<file path="config.mk">
export PLATFORM = sky130hd
export DESIGN_NAME = piecewise_linear_calibration_table_core
export DESIGN_NICKNAME = d
export VERILOG_FILES = /design/src/sv/plct_pkg.sv /design/src/sv/plct_datapath.sv /design/src/sv/plct_ctrl.sv /design/src/sv/piecewise_linear_calibration_table_core.sv
export VERILOG_INCLUDE_DIRS = /design/src /design/src/sv
export SDC_FILE = /design/constraint.sdc
export NUM_CORES = 2
export LEC_CHECK = 0
export BUFFER_PORTS_ARGS = -buffer_cell sky130_fd_sc_hd__buf_2
export CORE_ASPECT_RATIO = 0.9
export CORE_MARGIN = 2
export CORE_UTILIZATION = 30
export CTS_CLUSTER_SIZE = 25
export DETAILED_ROUTE_END_ITERATION = 8
export PLACE_DENSITY = 0.55
export SKIP_CTS_REPAIR_TIMING = 1
export SKIP_LAST_GASP = 1
export SLEW_MARGIN = 0
export SYNTH_ARGS = -nofsm -noshare
export SYNTH_HDL_FRONTEND = slang
export SYNTH_SLANG_ARGS = --single-unit
export TNS_END_PERCENT = 100
</file>
<file path="constraint.sdc">
create_clock -name clk_i -period 9.4 [get_ports clk_i]
set_input_delay 0.47 -clock clk_i [delete_from_list [all_inputs] [get_ports clk_i]]
set_output_delay 0.47 -clock clk_i [all_outputs]
set_load 0.005 [all_outputs]
</file>
<file path="src/sv/piecewise_linear_calibration_table_core_macros.svh">
// Assertion macros for the calibration table core
`ifndef PIECEWISE_LINEAR_CALIBRATION_TABLE_CORE_MACROS_SVH
`define PIECEWISE_LINEAR_CALIBRATION_TABLE_CORE_MACROS_SVH
// implication checked on every clock edge outside reset
`define PLCT_ASSERT_IMPL(lbl, clk, rst_n, ante, cons) \
  lbl: assert property (@(posedge clk) disable iff (!rst_n) (ante) |-> (cons)) \
    else $error("assertion failed");
// next-cycle implication
`define PLCT_ASSERT_NEXT(lbl, clk, rst_n, ante, cons) \
  lbl: assert property (@(posedge clk) disable iff (!rst_n) (ante) |=> (cons)) \
    else $error("assertion failed");
`endif

</file>
<file path="src/sv/plct_pkg.sv">
// ----------------------------------------------------------------------------
// plct_pkg
// Types, codes and preset curves of the calibration table core.
// ----------------------------------------------------------------------------
`timescale 1ns / 1ps
package plct_pkg;
  localparam int MaxPoints = 16;
  localparam int MinPoints = 2;
  localparam int IdxW = $clog2(MaxPoints);
  localparam int CntW = $clog2(MaxPoints + 1);

  localparam logic [1:0] OpInsert = 2'd0;
  localparam logic [1:0] OpA2d    = 2'd1;
  localparam logic [1:0] OpD2a    = 2'd2;
  localparam logic [1:0] OpPreset = 2'd3;

  localparam logic [1:0] StOk      = 2'd0;
  localparam logic [1:0] StInvalid = 2'd1;
  localparam logic [1:0] StRange   = 2'd2;
  localparam logic [1:0] StFull    = 2'd3;

  typedef struct packed {
    logic [1:0]  opcode;
    logic [15:0] distance;
    logic [15:0] adc_value;
    logic [2:0]  preset;
  } req_t;

  typedef struct packed {
    logic [1:0]  status;
    logic [15:0] value;
    logic [4:0]  point_count;
  } rsp_t;

  // controller -> datapath
  typedef struct packed {
    logic       load_req;   // capture request
    logic       clr_idx;    // index := 0
    logic       inc_idx;    // index += 1
    logic       dec_idx;    // index -= 1
    logic       shift_wr;   // entry[idx] := entry[idx-1]
    logic       slot_wr;    // entry[idx] := request point
    logic       adc_wr;     // adc[idx] := request adc
    logic       preset_wr;  // entry[idx] := preset point
    logic       set_cnt_pre;
    logic       inc_cnt;
    logic       seg_load;   // latch segment idx, idx+1
    logic       mul_go;
    logic       div_init;
    logic       div_step;
    logic       rsp_load;
    logic [1:0] rsp_status;
    logic       rsp_use_val;
  } cmd_t;

  // datapath -> controller
  typedef struct packed {
    logic [1:0] opcode;
    logic       preset_bad;
    logic       idx_ge_cnt;   // idx >= count
    logic       idx_last;     // idx + 1 >= count
    logic       dist_ge;      // dist[idx] >= request distance
    logic       dist_eq;
    logic       full;
    logic       cnt_bad;
    logic       pair_bad;     // entries idx-1, idx not monotonic
    logic       bracket;      // segment idx, idx+1 holds input
    logic       pre_done;     // idx + 1 >= preset length
    logic       div_done;
  } stat_t;

  function automatic logic [31:0] preset_point(input logic [1:0] p, input logic [2:0] i);
    logic [31:0] t [4][8];
    t[0] = '{{16'd100,16'd3580},{16'd150,16'd2500},{16'd200,16'd1900},{16'd250,16'd1500},
             {16'd300,16'd1250},{16'd400,16'd950},{16'd500,16'd780},{16'd800,16'd480}};
    t[1] = '{{16'd200,16'd3200},{16'd300,16'd2200},{16'd400,16'd1600},{16'd500,16'd1250},
             {16'd600,16'd1050},{16'd800,16'd800},{16'd1000,16'd650},{16'd1500,16'd450}};
    t[2] = '{{16'd40,16'd3800},{16'd60,16'd3200},{16'd80,16'd2700},{16'd100,16'd2300},
             {16'd150,16'd1700},{16'd300,16'd900},{16'd0,16'd0},{16'd0,16'd0}};
    t[3] = '{{16'd20,16'd3900},{16'd30,16'd3500},{16'd50,16'd2900},{16'd70,16'd2400},
             {16'd100,16'd1800},{16'd150,16'd1200},{16'd0,16'd0},{16'd0,16'd0}};
    return t[p][i];
  endfunction

  function automatic logic [3:0] preset_len(input logic [1:0] p);
    return (p[1]) ? 4'd6 : 4'd8;
  endfunction
endpackage

</file>
<file path="src/sv/plct_datapath.sv">
// ----------------------------------------------------------------------------
// plct_datapath
// Point table, index, segment registers, multiplier and serial divider.
// ----------------------------------------------------------------------------
`timescale 1ns / 1ps
module plct_datapath (
  input  logic           clk_i,
  input  logic           rst_ni,
  input  plct_pkg::req_t req_i,
  input  plct_pkg::cmd_t cmd_i,
  output plct_pkg::stat_t stat_o,
  output plct_pkg::rsp_t rsp_o
);
  import plct_pkg::*;

  localparam int QW = 32;

  logic [15:0] dist_q [MaxPoints];
  logic [15:0] adc_q  [MaxPoints];
  req_t        req_q;
  logic [CntW-1:0] cnt_q, idx_q;
  logic [CntW-1:0] cnt_d;
  logic [IdxW-1:0] ia, ib;
  logic [15:0] s_in_q, s_out_q, e_in_q, e_out_q, x_q;
  logic        neg_q;           // sign of quotient
  logic [31:0] num_q;           // |product|
  logic [16:0] den_q;           // |e_in - s_in|
  logic [31:0] quo_q;
  logic [32:0] rem_q;
  logic [5:0]  dcnt_q;
  rsp_t        rsp_q;
  logic        to_dist;
  logic [15:0] x_w, cur_in, nxt_in, cur_out, nxt_out;
  logic [16:0] d_out, d_in;
  logic signed [17:0] dout_s;
  logic [31:0] res_abs;
  logic signed [33:0] r_s;
  logic [15:0] val;
  logic [31:0] ppt;
  logic [32:0] rem_sh;

  assign ia = idx_q[IdxW-1:0];
  assign ib = ia - IdxW'(1);
  assign to_dist = (req_q.opcode == OpA2d);
  assign x_w = to_dist ? req_q.adc_value : req_q.distance;
  assign ppt = preset_point(req_q.preset[1:0], idx_q[2:0]);

  // axis views of entry idx and idx+1 (for the segment scan)
  always_comb begin
    logic [IdxW-1:0] in_;
    in_ = ia + IdxW'(1);
    cur_in  = to_dist ? adc_q[ia]   : dist_q[ia];
    nxt_in  = to_dist ? adc_q[in_]  : dist_q[in_];
    cur_out = to_dist ? dist_q[ia]  : adc_q[ia];
    nxt_out = to_dist ? dist_q[in_] : adc_q[in_];
  end

  always_ff @(posedge clk_i) begin
    if (cmd_i.load_req) req_q <= req_i;
    if (cmd_i.shift_wr) begin
      dist_q[ia] <= dist_q[ib];
      adc_q[ia]  <= adc_q[ib];
    end
    if (cmd_i.slot_wr) begin
      dist_q[ia] <= req_q.distance;
      adc_q[ia]  <= req_q.adc_value;
    end
    if (cmd_i.adc_wr) adc_q[ia] <= req_q.adc_value;
    if (cmd_i.preset_wr) begin
      dist_q[ia] <= ppt[31:16];
      adc_q[ia]  <= ppt[15:0];
    end
    if (cmd_i.seg_load) begin
      s_in_q <= cur_in; e_in_q <= nxt_in;
      s_out_q <= cur_out; e_out_q <= nxt_out;
      x_q <= x_w;
    end
  end

  // count after this beat, so the result carries the updated value
  always_comb begin
    cnt_d = cnt_q;
    if (cmd_i.set_cnt_pre) cnt_d = CntW'(preset_len(req_q.preset[1:0]));
    else if (cmd_i.inc_cnt) cnt_d = cnt_q + CntW'(1);
  end

  always_ff @(posedge clk_i or negedge rst_ni) begin
    if (!rst_ni) begin
      cnt_q <= '0;
      idx_q <= '0;
      rsp_q <= '0;
    end else begin
      if (cmd_i.clr_idx) idx_q <= '0;
      else if (cmd_i.inc_idx) idx_q <= idx_q + CntW'(1);
      else if (cmd_i.dec_idx) idx_q <= idx_q - CntW'(1);
      cnt_q <= cnt_d;
      if (cmd_i.rsp_load) begin
        rsp_q.status <= cmd_i.rsp_status;
        rsp_q.value  <= cmd_i.rsp_use_val ? val : 16'd0;
        rsp_q.point_count <= 5'(cnt_d);
      end
    end
  end

  // out - s_out as signed, |x - s_in| works since x lies in segment
  assign dout_s = $signed({2'b00, e_out_q}) - $signed({2'b00, s_out_q});
  assign d_out  = dout_s[17] ? 17'(-dout_s) : dout_s[16:0];
  assign d_in   = (e_in_q >= s_in_q) ? {1'b0, e_in_q - s_in_q} : {1'b0, s_in_q - e_in_q};

  always_ff @(posedge clk_i) begin
    if (cmd_i.mul_go) begin
      // x-s_in and e_in-s_in share sign, so quotient sign is that of dout
      num_q <= 32'(d_out * (17'(x_q >= s_in_q ? x_q - s_in_q : s_in_q - x_q)));
      den_q <= d_in;
      neg_q <= dout_s[17];
    end
    if (cmd_i.div_init) begin
      rem_q <= '0; quo_q <= num_q; dcnt_q <= 6'(QW);
    end else if (cmd_i.div_step) begin
      if (rem_sh >= {16'd0, den_q}) begin
        rem_q <= rem_sh - {16'd0, den_q};
        quo_q <= {quo_q[30:0], 1'b1};
      end else begin
        rem_q <= rem_sh;
        quo_q <= {quo_q[30:0], 1'b0};
      end
      dcnt_q <= dcnt_q - 6'd1;
    end
  end
  assign rem_sh = {rem_q[31:0], quo_q[31]};

  always_comb begin
    res_abs = quo_q;
    if (d_in == 17'd0) r_s = $signed({18'd0, s_out_q});
    else if (neg_q) r_s = $signed({18'd0, s_out_q}) - $signed({2'b00, res_abs});
    else r_s = $signed({18'd0, s_out_q}) + $signed({2'b00, res_abs});
    if (r_s < 0) val = 16'd0;
    else if (r_s > 34'sd65535) val = 16'hFFFF;
    else val = r_s[15:0];
  end

  always_comb begin
    stat_o.opcode      = req_q.opcode;
    stat_o.preset_bad  = req_q.preset[2];
    stat_o.idx_ge_cnt  = (idx_q >= cnt_q);
    stat_o.idx_last    = ((idx_q + CntW'(1)) >= cnt_q);
    stat_o.dist_ge     = (dist_q[ia] >= req_q.distance);
    stat_o.dist_eq     = (dist_q[ia] == req_q.distance);
    stat_o.full        = (cnt_q >= CntW'(MaxPoints));
    stat_o.cnt_bad     = (cnt_q < CntW'(MinPoints)) || (cnt_q > CntW'(MaxPoints));
    stat_o.pair_bad    = (dist_q[ia] <= dist_q[ib]) || (adc_q[ia] >= adc_q[ib]);
    stat_o.bracket     = to_dist ? (x_w <= cur_in && x_w >= nxt_in)
                                 : (x_w >= cur_in && x_w <= nxt_in);
    stat_o.pre_done    = ((idx_q + CntW'(1)) >= CntW'(preset_len(req_q.preset[1:0])));
    stat_o.div_done    = (dcnt_q == 6'd0);
  end

  assign rsp_o = rsp_q;
endmodule

</file>
<file path="src/sv/plct_ctrl.sv">
// ----------------------------------------------------------------------------
// plct_ctrl
// Sequencer for insert, preset load, table check, segment scan and divide.
// ----------------------------------------------------------------------------
`timescale 1ns / 1ps
module plct_ctrl (
  input  logic            clk_i,
  input  logic            rst_ni,
  input  logic            start_i,
  output logic            busy_o,
  output logic            done_o,
  input  plct_pkg::stat_t stat_i,
  output plct_pkg::cmd_t  cmd_o
);
  import plct_pkg::*;

  typedef enum logic [11:0] {
    S_IDLE   = 12'b000000000001,
    S_DISP   = 12'b000000000010,
    S_FIND   = 12'b000000000100,
    S_UP     = 12'b000000001000,
    S_SHIFT  = 12'b000000010000,
    S_PRE    = 12'b000000100000,
    S_CHECK  = 12'b000001000000,
    S_SCAN   = 12'b000010000000,
    S_MUL    = 12'b000100000000,
    S_DINIT  = 12'b001000000000,
    S_DIV    = 12'b010000000000,
    S_DONE   = 12'b100000000000
  } state_e;

  state_e state_q, state_d;
  logic   done_q, done_d;
  logic [CntW-1:0] slot_q, slot_d;  // insert position

  always_ff @(posedge clk_i or negedge rst_ni) begin
    if (!rst_ni) begin
      state_q <= S_IDLE;
      done_q  <= 1'b0;
      slot_q  <= '0;
    end else begin
      state_q <= state_d;
      done_q  <= done_d;
      slot_q  <= slot_d;
    end
  end

  // shift pass walks idx down from count to slot
  logic at_slot;
  logic [CntW-1:0] idx_shadow_q, idx_shadow_d;
  always_ff @(posedge clk_i or negedge rst_ni) begin
    if (!rst_ni) idx_shadow_q <= '0;
    else idx_shadow_q <= idx_shadow_d;
  end
  assign at_slot = (idx_shadow_q == slot_q);

  always_comb begin
    state_d = state_q;
    done_d  = 1'b0;
    slot_d  = slot_q;
    cmd_o   = '0;
    idx_shadow_d = idx_shadow_q;
    unique case (state_q)
      S_IDLE: begin
        if (start_i) begin
          cmd_o.load_req = 1'b1;
          cmd_o.clr_idx  = 1'b1;
          idx_shadow_d   = '0;
          state_d        = S_DISP;
        end
      end
      S_DISP: begin
        unique case (stat_i.opcode)
          OpInsert: state_d = S_FIND;
          OpPreset: begin
            if (stat_i.preset_bad) begin
              cmd_o.rsp_load = 1'b1; cmd_o.rsp_status = StInvalid; state_d = S_DONE;
            end else state_d = S_PRE;
          end
          default: begin
            if (stat_i.cnt_bad) begin
              cmd_o.rsp_load = 1'b1; cmd_o.rsp_status = StInvalid; state_d = S_DONE;
            end else begin
              cmd_o.inc_idx = 1'b1; idx_shadow_d = idx_shadow_q + CntW'(1);
              state_d = S_CHECK;
            end
          end
        endcase
      end
      S_FIND: begin
        priority if (!stat_i.idx_ge_cnt && stat_i.dist_eq) begin
          cmd_o.adc_wr = 1'b1; cmd_o.rsp_load = 1'b1; cmd_o.rsp_status = StOk;
          state_d = S_DONE;
        end else if (stat_i.idx_ge_cnt || stat_i.dist_ge) begin
          if (stat_i.full) begin
            cmd_o.rsp_load = 1'b1; cmd_o.rsp_status = StFull; state_d = S_DONE;
          end else begin
            slot_d = idx_shadow_q;
            state_d = S_UP;
          end
        end else begin
          cmd_o.inc_idx = 1'b1; idx_shadow_d = idx_shadow_q + CntW'(1);
        end
      end
      S_UP: begin
        // walk idx up to count before shifting down
        if (!stat_i.idx_ge_cnt) begin
          cmd_o.inc_idx = 1'b1; idx_shadow_d = idx_shadow_q + CntW'(1);
        end else state_d = S_SHIFT;
      end
      S_SHIFT: begin
        if (!at_slot) begin
          cmd_o.shift_wr = 1'b1; cmd_o.dec_idx = 1'b1;
          idx_shadow_d = idx_shadow_q - CntW'(1);
        end else begin
          cmd_o.slot_wr = 1'b1; cmd_o.inc_cnt = 1'b1;
          cmd_o.rsp_load = 1'b1; cmd_o.rsp_status = StOk;
          state_d = S_DONE;
        end
      end
      S_PRE: begin
        cmd_o.preset_wr = 1'b1;
        if (stat_i.pre_done) begin
          cmd_o.set_cnt_pre = 1'b1;
          cmd_o.rsp_load = 1'b1; cmd_o.rsp_status = StOk;
          state_d = S_DONE;
        end else begin
          cmd_o.inc_idx = 1'b1; idx_shadow_d = idx_shadow_q + CntW'(1);
        end
      end
      S_CHECK: begin
        if (stat_i.idx_ge_cnt) begin
          cmd_o.clr_idx = 1'b1; idx_shadow_d = '0; state_d = S_SCAN;
        end else if (stat_i.pair_bad) begin
          cmd_o.rsp_load = 1'b1; cmd_o.rsp_status = StInvalid; state_d = S_DONE;
        end else begin
          cmd_o.inc_idx = 1'b1; idx_shadow_d = idx_shadow_q + CntW'(1);
        end
      end
      S_SCAN: begin
        if (stat_i.idx_last) begin
          cmd_o.rsp_load = 1'b1; cmd_o.rsp_status = StRange; state_d = S_DONE;
        end else if (stat_i.bracket) begin
          cmd_o.seg_load = 1'b1; state_d = S_MUL;
        end else begin
          cmd_o.inc_idx = 1'b1; idx_shadow_d = idx_shadow_q + CntW'(1);
        end
      end
      S_MUL: begin
        cmd_o.mul_go = 1'b1; state_d = S_DINIT;
      end
      S_DINIT: begin
        cmd_o.div_init = 1'b1; state_d = S_DIV;
      end
      S_DIV: begin
        if (stat_i.div_done) begin
          cmd_o.rsp_load = 1'b1; cmd_o.rsp_status = StOk; cmd_o.rsp_use_val = 1'b1;
          state_d = S_DONE;
        end else cmd_o.div_step = 1'b1;
      end
      S_DONE: begin
        done_d  = 1'b1;
        state_d = S_IDLE;
      end
      default: state_d = S_IDLE;
    endcase
  end

  assign busy_o = (state_q != S_IDLE) || done_q;
  assign done_o = done_q;
endmodule

</file>
<file path="src/sv/piecewise_linear_calibration_table_core.sv">
// One item at a time; the next start is taken in the cycle after the done_o
// beat at the earliest.
// Insert and preset walk the table one entry a cycle; a query scans the
// table twice (check, then segment search) and runs a 32-step serial divide.
// No result is stalled: done_o strobes one cycle with the result.
// Reset clears the point count; table entries stay undefined until written.
// ----------------------------------------------------------------------------
// piecewise_linear_calibration_table_core
// Calibration table with sorted insert, preset load and interpolation.
// ----------------------------------------------------------------------------
`timescale 1ns / 1ps
`include "piecewise_linear_calibration_table_core_macros.svh"
module piecewise_linear_calibration_table_core (
  input  logic           clk_i,
  input  logic           rst_ni,
  input  logic           start,
  output logic           busy,
  input  plct_pkg::req_t req_i,
  output logic           done_o,
  output plct_pkg::rsp_t rsp_o
);
  import plct_pkg::*;

  cmd_t  cmd;
  stat_t stat;
  logic  ctrl_busy;

  plct_ctrl u_ctrl (
    .clk_i  (clk_i),
    .rst_ni (rst_ni),
    .start_i(start && !busy),
    .busy_o (ctrl_busy),
    .done_o (done_o),
    .stat_i (stat),
    .cmd_o  (cmd)
  );

  plct_datapath u_dp (
    .clk_i  (clk_i),
    .rst_ni (rst_ni),
    .req_i  (req_i),
    .cmd_i  (cmd),
    .stat_o (stat),
    .rsp_o  (rsp_o)
  );

  assign busy = ctrl_busy;

  `PLCT_ASSERT_NEXT(a_start_busy, clk_i, rst_ni, start && !busy, busy)
  `PLCT_ASSERT_IMPL(a_done_busy, clk_i, rst_ni, done_o, busy)
  `PLCT_ASSERT_IMPL(a_cnt_max, clk_i, rst_ni, 1'b1, rsp_o.point_count <= 5'(MaxPoints))
endmodule
</file>
# After elaboration in Yosys (flattened, before gate mapping)
# Memory sizes are Yosys's and may differ from the RTL's.
# Index checks and enable logic that the tools add are counted.
dict set report totals {
  mem_count 2
  output_inout_bits 25
  ramBits 512
  ff_bits 293
  elab_cells 245
  input_bits 40
}
# name depth word_bits rd rd_ports_with_merged_regs wr line
set mem_list {}
lappend mem_list {u_dp.adc_q 16 16 3 0 1 plct_datapath.sv:19} ;# logic [15:0] adc_q [MaxPoints];
lappend mem_list {u_dp.dist_q 16 16 3 0 1 plct_datapath.sv:18} ;# logic [15:0] dist_q [MaxPoints];
dict set report classes {
  n_eq_ne 35
  bitwise 9
  n_mux 117
  order_cmp 20
  n_mul 1
  n_reduce_logical 20
  n_addsub 17
}
# op count
set op_table {}
lappend op_table {{256-bit binary-select mux with 2-bit select} 1}
lappend op_table {{256-bit 2-to-1 mux} 2}
lappend op_table {{16-bit 2-to-1 mux} 14}
lappend op_table {{12-bit 2-to-1 mux} 14}
lappend op_table {{32-bit 2-to-1 mux} 5}
lappend op_table {{12-bit case mux with 11 select lines} 1}
lappend op_table {{32-bit binary-select mux with 3-bit select} 1}
lappend op_table {{16-bit greater-or-equal comparator} 6}
lappend op_table {{5-bit 2-to-1 mux} 17}
lappend op_table {{34-bit 2-to-1 mux} 2}
lappend op_table {{16-bit by 16-bit subtractor with 17-bit output} 3}
lappend op_table {{16-bit <= comparator} 3}
lappend op_table {{5-bit case mux with 8 select lines} 1}
lappend op_table {{1-bit 2-to-1 mux} 36}
lappend op_table {{34-bit by 17-bit greater-than comparator with 1-bit output, second input constant} 1}
lappend op_table {{34-bit by 1-bit < comparator with 1-bit output, second input constant} 1}
lappend op_table {{17-bit 2-to-1 mux} 2}
lappend op_table {{16-bit by 32-bit adder with 33-bit output} 1}
lappend op_table {{33-bit by 17-bit greater-or-equal comparator with 1-bit output} 1}
lappend op_table {{3-bit 2-to-1 mux} 11}
lappend op_table {{16-bit by 32-bit subtractor with 33-bit output} 1}
lappend op_table {{17-bit by 17-bit multiplier with 32-bit output} 1}
lappend op_table {{16-bit subtractor} 2}
lappend op_table {{32-bit by 17-bit subtractor with 32-bit output} 1}
lappend op_table {{59 further kinds} 91}

# Logic depth before layout (Yosys ltp)
# An unclocked memory read counts as a cell.
dict set report logic_depth {
  ltp_word 11
  depth_mapped 40
  ltp_nobuf 38
}

# By module
# From an unflattened synthesis, not the netlist that was laid out.
dict set report unflattened {
  hier_cells 4870
  area_unflattened_um2 59355.7
}
# module seq_area_each_um2 n_inst cells_each area_per_inst_um2
set modules_own_cells {}
lappend modules_own_cells {plct_datapath 22907.0 1 4655 57561.5}
lappend modules_own_cells {plct_ctrl 576.8 1 214 1780.5}
lappend modules_own_cells {piecewise_linear_calibration_table_core 0.0 1 1 13.8}

# Worst setup path before layout
# No wires, ideal clock.
dict set report synth_timing {
  path_type {reg-to-reg}
  startpoint {register u_dp.s_in_q[3]}
  endpoint {register u_dp.num_q[30] (data pin)}
  path_buffers 3
  t_arrival_ps 8630
  slack_ps 504
  stages_incl_launch_ff 37
  setup_time_ps 266
  synth_period_minus_slack_ps 8896
  required_ps 9134
  cell_sequence {edfxtp_1 ha_1 clkbuf_1 and3_1 o21a_1 o31ai_1 o31ai_1 a21o_1 buf_2 mux2i_1 o311ai_0 a31oi_1 o21ai_0 a21oi_1 xor2_1 clkbuf_1 nor2_1 fa_1 fa_1 fa_1 fa_1 fa_1 inv_1 fa_1 inv_1 ha_1 nand3_1 nand2b_1 or2_2 a211oi_1 nor2_1 a21oi_1 a21oi_1 nand2b_1 a21boi_0 o41ai_1 xnor2_1}
}
dict set report synth_between {
  elab_chain_len 3
  word_cells_on_any_way 5
  classes_between {add/sub (2); mul (1); order compare (1); mux (1)}
}
# element line
set synth_rtl {}
lappend synth_rtl {{start: declaration} plct_datapath.sv:24} ;# logic [15:0] s_in_q, s_out_q, e_in_q, e_out_q, x_q;
lappend synth_rtl {{start signal: assignment} plct_datapath.sv:74} ;# s_in_q <= cur_in; e_in_q <= nxt_in;
lappend synth_rtl {{16-bit by 16-bit subtractor with 17-bit output / 16-bit greater-or-equal comparator (equally long branches)} plct_datapath.sv:113} ;# num_q <= 32'(d_out * (17'(x_q >= s_in_q ? x_q - s_in_q : s_in_q - x_q)));
lappend synth_rtl {{17-bit 2-to-1 mux (*)} plct_datapath.sv:113}
lappend synth_rtl {{17-bit by 17-bit multiplier with 32-bit output (*)} plct_datapath.sv:113}
lappend synth_rtl {{end signal: assignment} plct_datapath.sv:113}
lappend synth_rtl {{end: declaration} plct_datapath.sv:26} ;# logic [31:0] num_q;
# Every way passes the cells marked *; elsewhere a longest branch is shown, timed or not.
# A chain may end at the register's enable or synchronous reset.

# Final worst setup path
dict set report layout_timing {
  startpoint {register u_dp.s_in_q[12]}
  endpoint {register u_dp.num_q[30] (data pin)}
}
# The elaborated chain is that of the path after synthesis.

==> impl_metrics.py <==
metrics = {
    "sta": {
        "worst_slew_pin_slew_ns": 1.37,
        "hold_viol": 0,
        "fmax_mhz": 111,
        "holdWs_ns": 0.175,
        "fin_tns_setup_ns": 0,
        "finalSetupViolations": 0,
        "post-route-period-util_pct": 95.7,
        "max-slew-margin-rel_pct": 8.62,
        "fin_crit_ns": 9.00,
        "rsz0062_at_grt": "yes",
        "slew_viol_final": 0,
        "fin_worst_skew_ns": 0.0608,
    },
    "finish": {
        "most-common-layout-cells": "710 x edfxtp_1, 642 x nand2_1, 524 x inv_1, 446 x mux4_2, 336 x ha_1",
        "drive_above_1_share_pct": 17.6,
        "n_fill_cell": 19400,
        "multi_input_area_um2": 33400,
        "final_common_cell": "edfxtp_1",
        "register_area_um2": 23500,
        "area_growth_pct": 13.1,
        "final_nets": 5816,
        "final_area_um2": 67100,
        "post-route-util_pct": 34.2,
    },
    "yosys": {
        "netlist_area_um2": 59400,
        "syn_area_per_cell_um2": 11.6,
        "synthTopCellsByArea": "edfxtp_1 36%, mux4_2 17%, fa_1 7.8%",
        "synth_nets": 5708,
        "seq_area_frac_synth_pct": 39.5,
        "yosysWarnings": 0,
        "synth-xor-area-share_pct": 2.45,
        "yosys.area_share.simple_pct": 11.0,
        "yosys.cell_types.count": 87,
        "yosys.area_share.adder_pct": 14.9,
        "synth_flop_cell": "edfxtp_1",
        "synth_top_area_share_pct": 35.9,
        "muxShareOfSynthArea_pct": 18.2,
        "synth-compound-area-share_pct": 8.76,
        "synth_top_family_by_area": "multiplexers",
        "post-synth-top-area-cell": "edfxtp_1",
        "synthArstFlopShare_pct": 6.97,
        "ys_ff_latch": 804,
        "synth_edf_count": 710,
        "synth_cells": 5098,
    },
    "worst_setup_path": {
        "critPathRequiredTime_ns": 9.84,
        "path_class": "reg2reg",
        "cp_slowest_cell": "fa_1",
        "path_common_cell": "fa_1",
        "startpoint_type": "register",
        "end_kind": "register",
        "max_stage_delay_ns": 0.56,
        "cp_max_fo": 13,
        "worst_ep_arrival_time_ns": 9.44,
    },
    "routing": {
        "ant_nets": 0,
        "drt_wl_total_um": 182000,
        "viasPerCell": 5.42,
        "drtIter0Drc": 4303,
        "drcViolationCount": 0,
        "num_vias": 42600,
        "routedWlPerCell_um": 23.2,
        "dr.pass1.iters": 6,
    },
    "pwr": {
        "power_uw": 13700,
        "p_sw_share_pct": 35.2,
        "vdd_ir_drop_max_uv": 186,
        "power.internal_uw": 8900,
        "power.density_nw_per_um2": 204,
        "clkPwrFrac_pct": 26.0,
        "combPwrFrac_pct": 39.0,
        "p_seq_share_pct": 35.0,
        "leakagePower_uw": 0.0256,
        "power.switching_uw": 4830,
    },
    "cts": {
        "clock_sinks": 804,
        "worstSkewPairLatency_ns": 0.74,
        "htreeDepth": 3,
        "cts_buffers": 91,
        "cts_tree": "built",
        "clk_pin_slew_ns": 0.06,
        "cts_buffer_depth": 3,
        "root_buffer": "clkbuf_16",
    },
    "floorplan": {
        "initial_core_util_pct": 30.3,
        "die_h_um": 426,
        "rows": 154,
        "io_pins": 65,
        "die-area_um2": 202000,
        "die_w_um": 473,
        "core_um2": 196000,
    },
    "min_path": {
        "min_path_type": "in2reg",
    },
    "grt": {
        "overflow": 0,
        "grt_max_degree": 123,
        "grt_first_pass_wirelength_um": 273000,
        "grt_pass1_vias": 42100,
        "antenna_found_initial": 7,
        "gr-usage-all-layers_pct": 17.9,
    },
    "outcome": {
        "status": "complete, no violations",
    },
    "placed_design": {
        "port_buffers": 64,
        "dpl_cell_area_um2": 63500,
        "gp_congestion": 0.918,
        "dp_hpwl_um": 131000,
    },
    "run": {
        "cap_violations": 0,
    },
}
## power by group through the flow
stage | combinational, uW | clock, uW | sequential, uW
finish | 5350 | 3560 | 4810
global route | 5810 | 3780 | 4810
CTS | 5310 | 3650 | 4810
detailed placement | 5290 | 0 | 4890
global placement | 5210 | 0 | 4880
floorplan | 3660 | 0 | 4790
## cells by family after synthesis
family	Yosys count
buf+inv	786
simple gates	1439
xor+xnor	166
fa+ha+maj	570
mux	522
flops	804
compound gates	811
## cell type report
cell class	instances	share of cell area, %
clock buffers	108	3.61
well taps	2574	4.80
repair buffers	274	3.09
multi-input cells	3508	49.8
flip-flops and latches	804	35.0
clock inverters	59	0.792
diodes	1	0.00373
inverters	527	2.95
## per-layer routing
metal	part of all wire [%]	track usage, %	wire length [um]	vias to the layer above
met5	0	0	0	-
met4	3.2	5.28	5820	0
met3	9.1	4.37	16600	279
met2	45	28.2	82100	1920
met1	43	24.5	77600	21600
li1	-	-	-	18800
## worst paths after layout
kind | from | endpoint | slack (ns) | cells past startpoint
min in group asynchronous | rst_ni | u_dp.rsp_o[13] | 0.48 | 3
hold / removal | start | u_ctrl.state_q[1] | 0.17 | 3
hold reg to reg | u_ctrl.state_q[9] | u_ctrl.done_o | 0.47 | 1
setup / recovery | u_dp.s_in_q[12] | u_dp.num_q[30] | 0.40 | 35
max in group asynchronous | rst_ni | u_dp.idx_q[1] | 8.31 | 3
setup reg to reg | u_dp.s_in_q[12] | u_dp.num_q[30] | 0.40 | 35
## cell usage after synthesis, drive strengths merged (11+ instances only)
library cell	count
o31a	11
mux2	15
or3	25
nand2b	70
o31ai	20
buf	74
nand2	642
a211oi	35
xor2	66
o211ai	16
xnor2	100
and2	46
nor3	54
fa	231
a21o	93
dfrtp	55
dfxtp	38
a211o	25
mux2i	61
a31oi	38
o21a	49
a21oi	187
nor2	322
o21bai	15
o21ai	223
nor4	19
nor2b	57
or2	12
nand3	83
or4	15
clkbuf	185
inv	526
edfxtp	710
nand4	30
and3	33
ha	339
mux4	446
## flip-flops by register name (all words and copies together), names as in the netlist, 6 cells and up
register        flops
u_dp.req_q         34
u_dp.x_q           16
u_dp.s_in_q        16
u_dp.rem_q         32
u_dp.num_q         32
u_dp.s_out_q       16
u_dp.adc_q        256
u_dp.e_in_q        16
u_dp.den_q         16
u_dp.dcnt_q         6
u_dp.rsp_o         23
u_ctrl.state_q     12
u_dp.e_out_q       16
u_dp.dist_q       256
u_dp.quo_q         32
## per-stage QoR
| stage | setup WS [ns] | cells |
|---|---|---|
| CTS | -0.0944 | 7805 |
| detailed placement | -0.0732 | 7638 |
| global placement | 0.180 | 7638 |
| global route | -0.0566 | 7855 |
| finish | 0.405 | 7855 |
| floorplan | 0.504 | 5098 |
## critical path: cells and delay by family (launching register included)
family          cells  cell delay [ns]
compound gates     12             2.32
xor+xnor            2             0.41
fa+ha+maj           8             3.70
buf+inv             4             0.49
flops               1             0.43
mux                 1             0.22
simple gates        8             1.18
(Power assumes the default switching activity.)
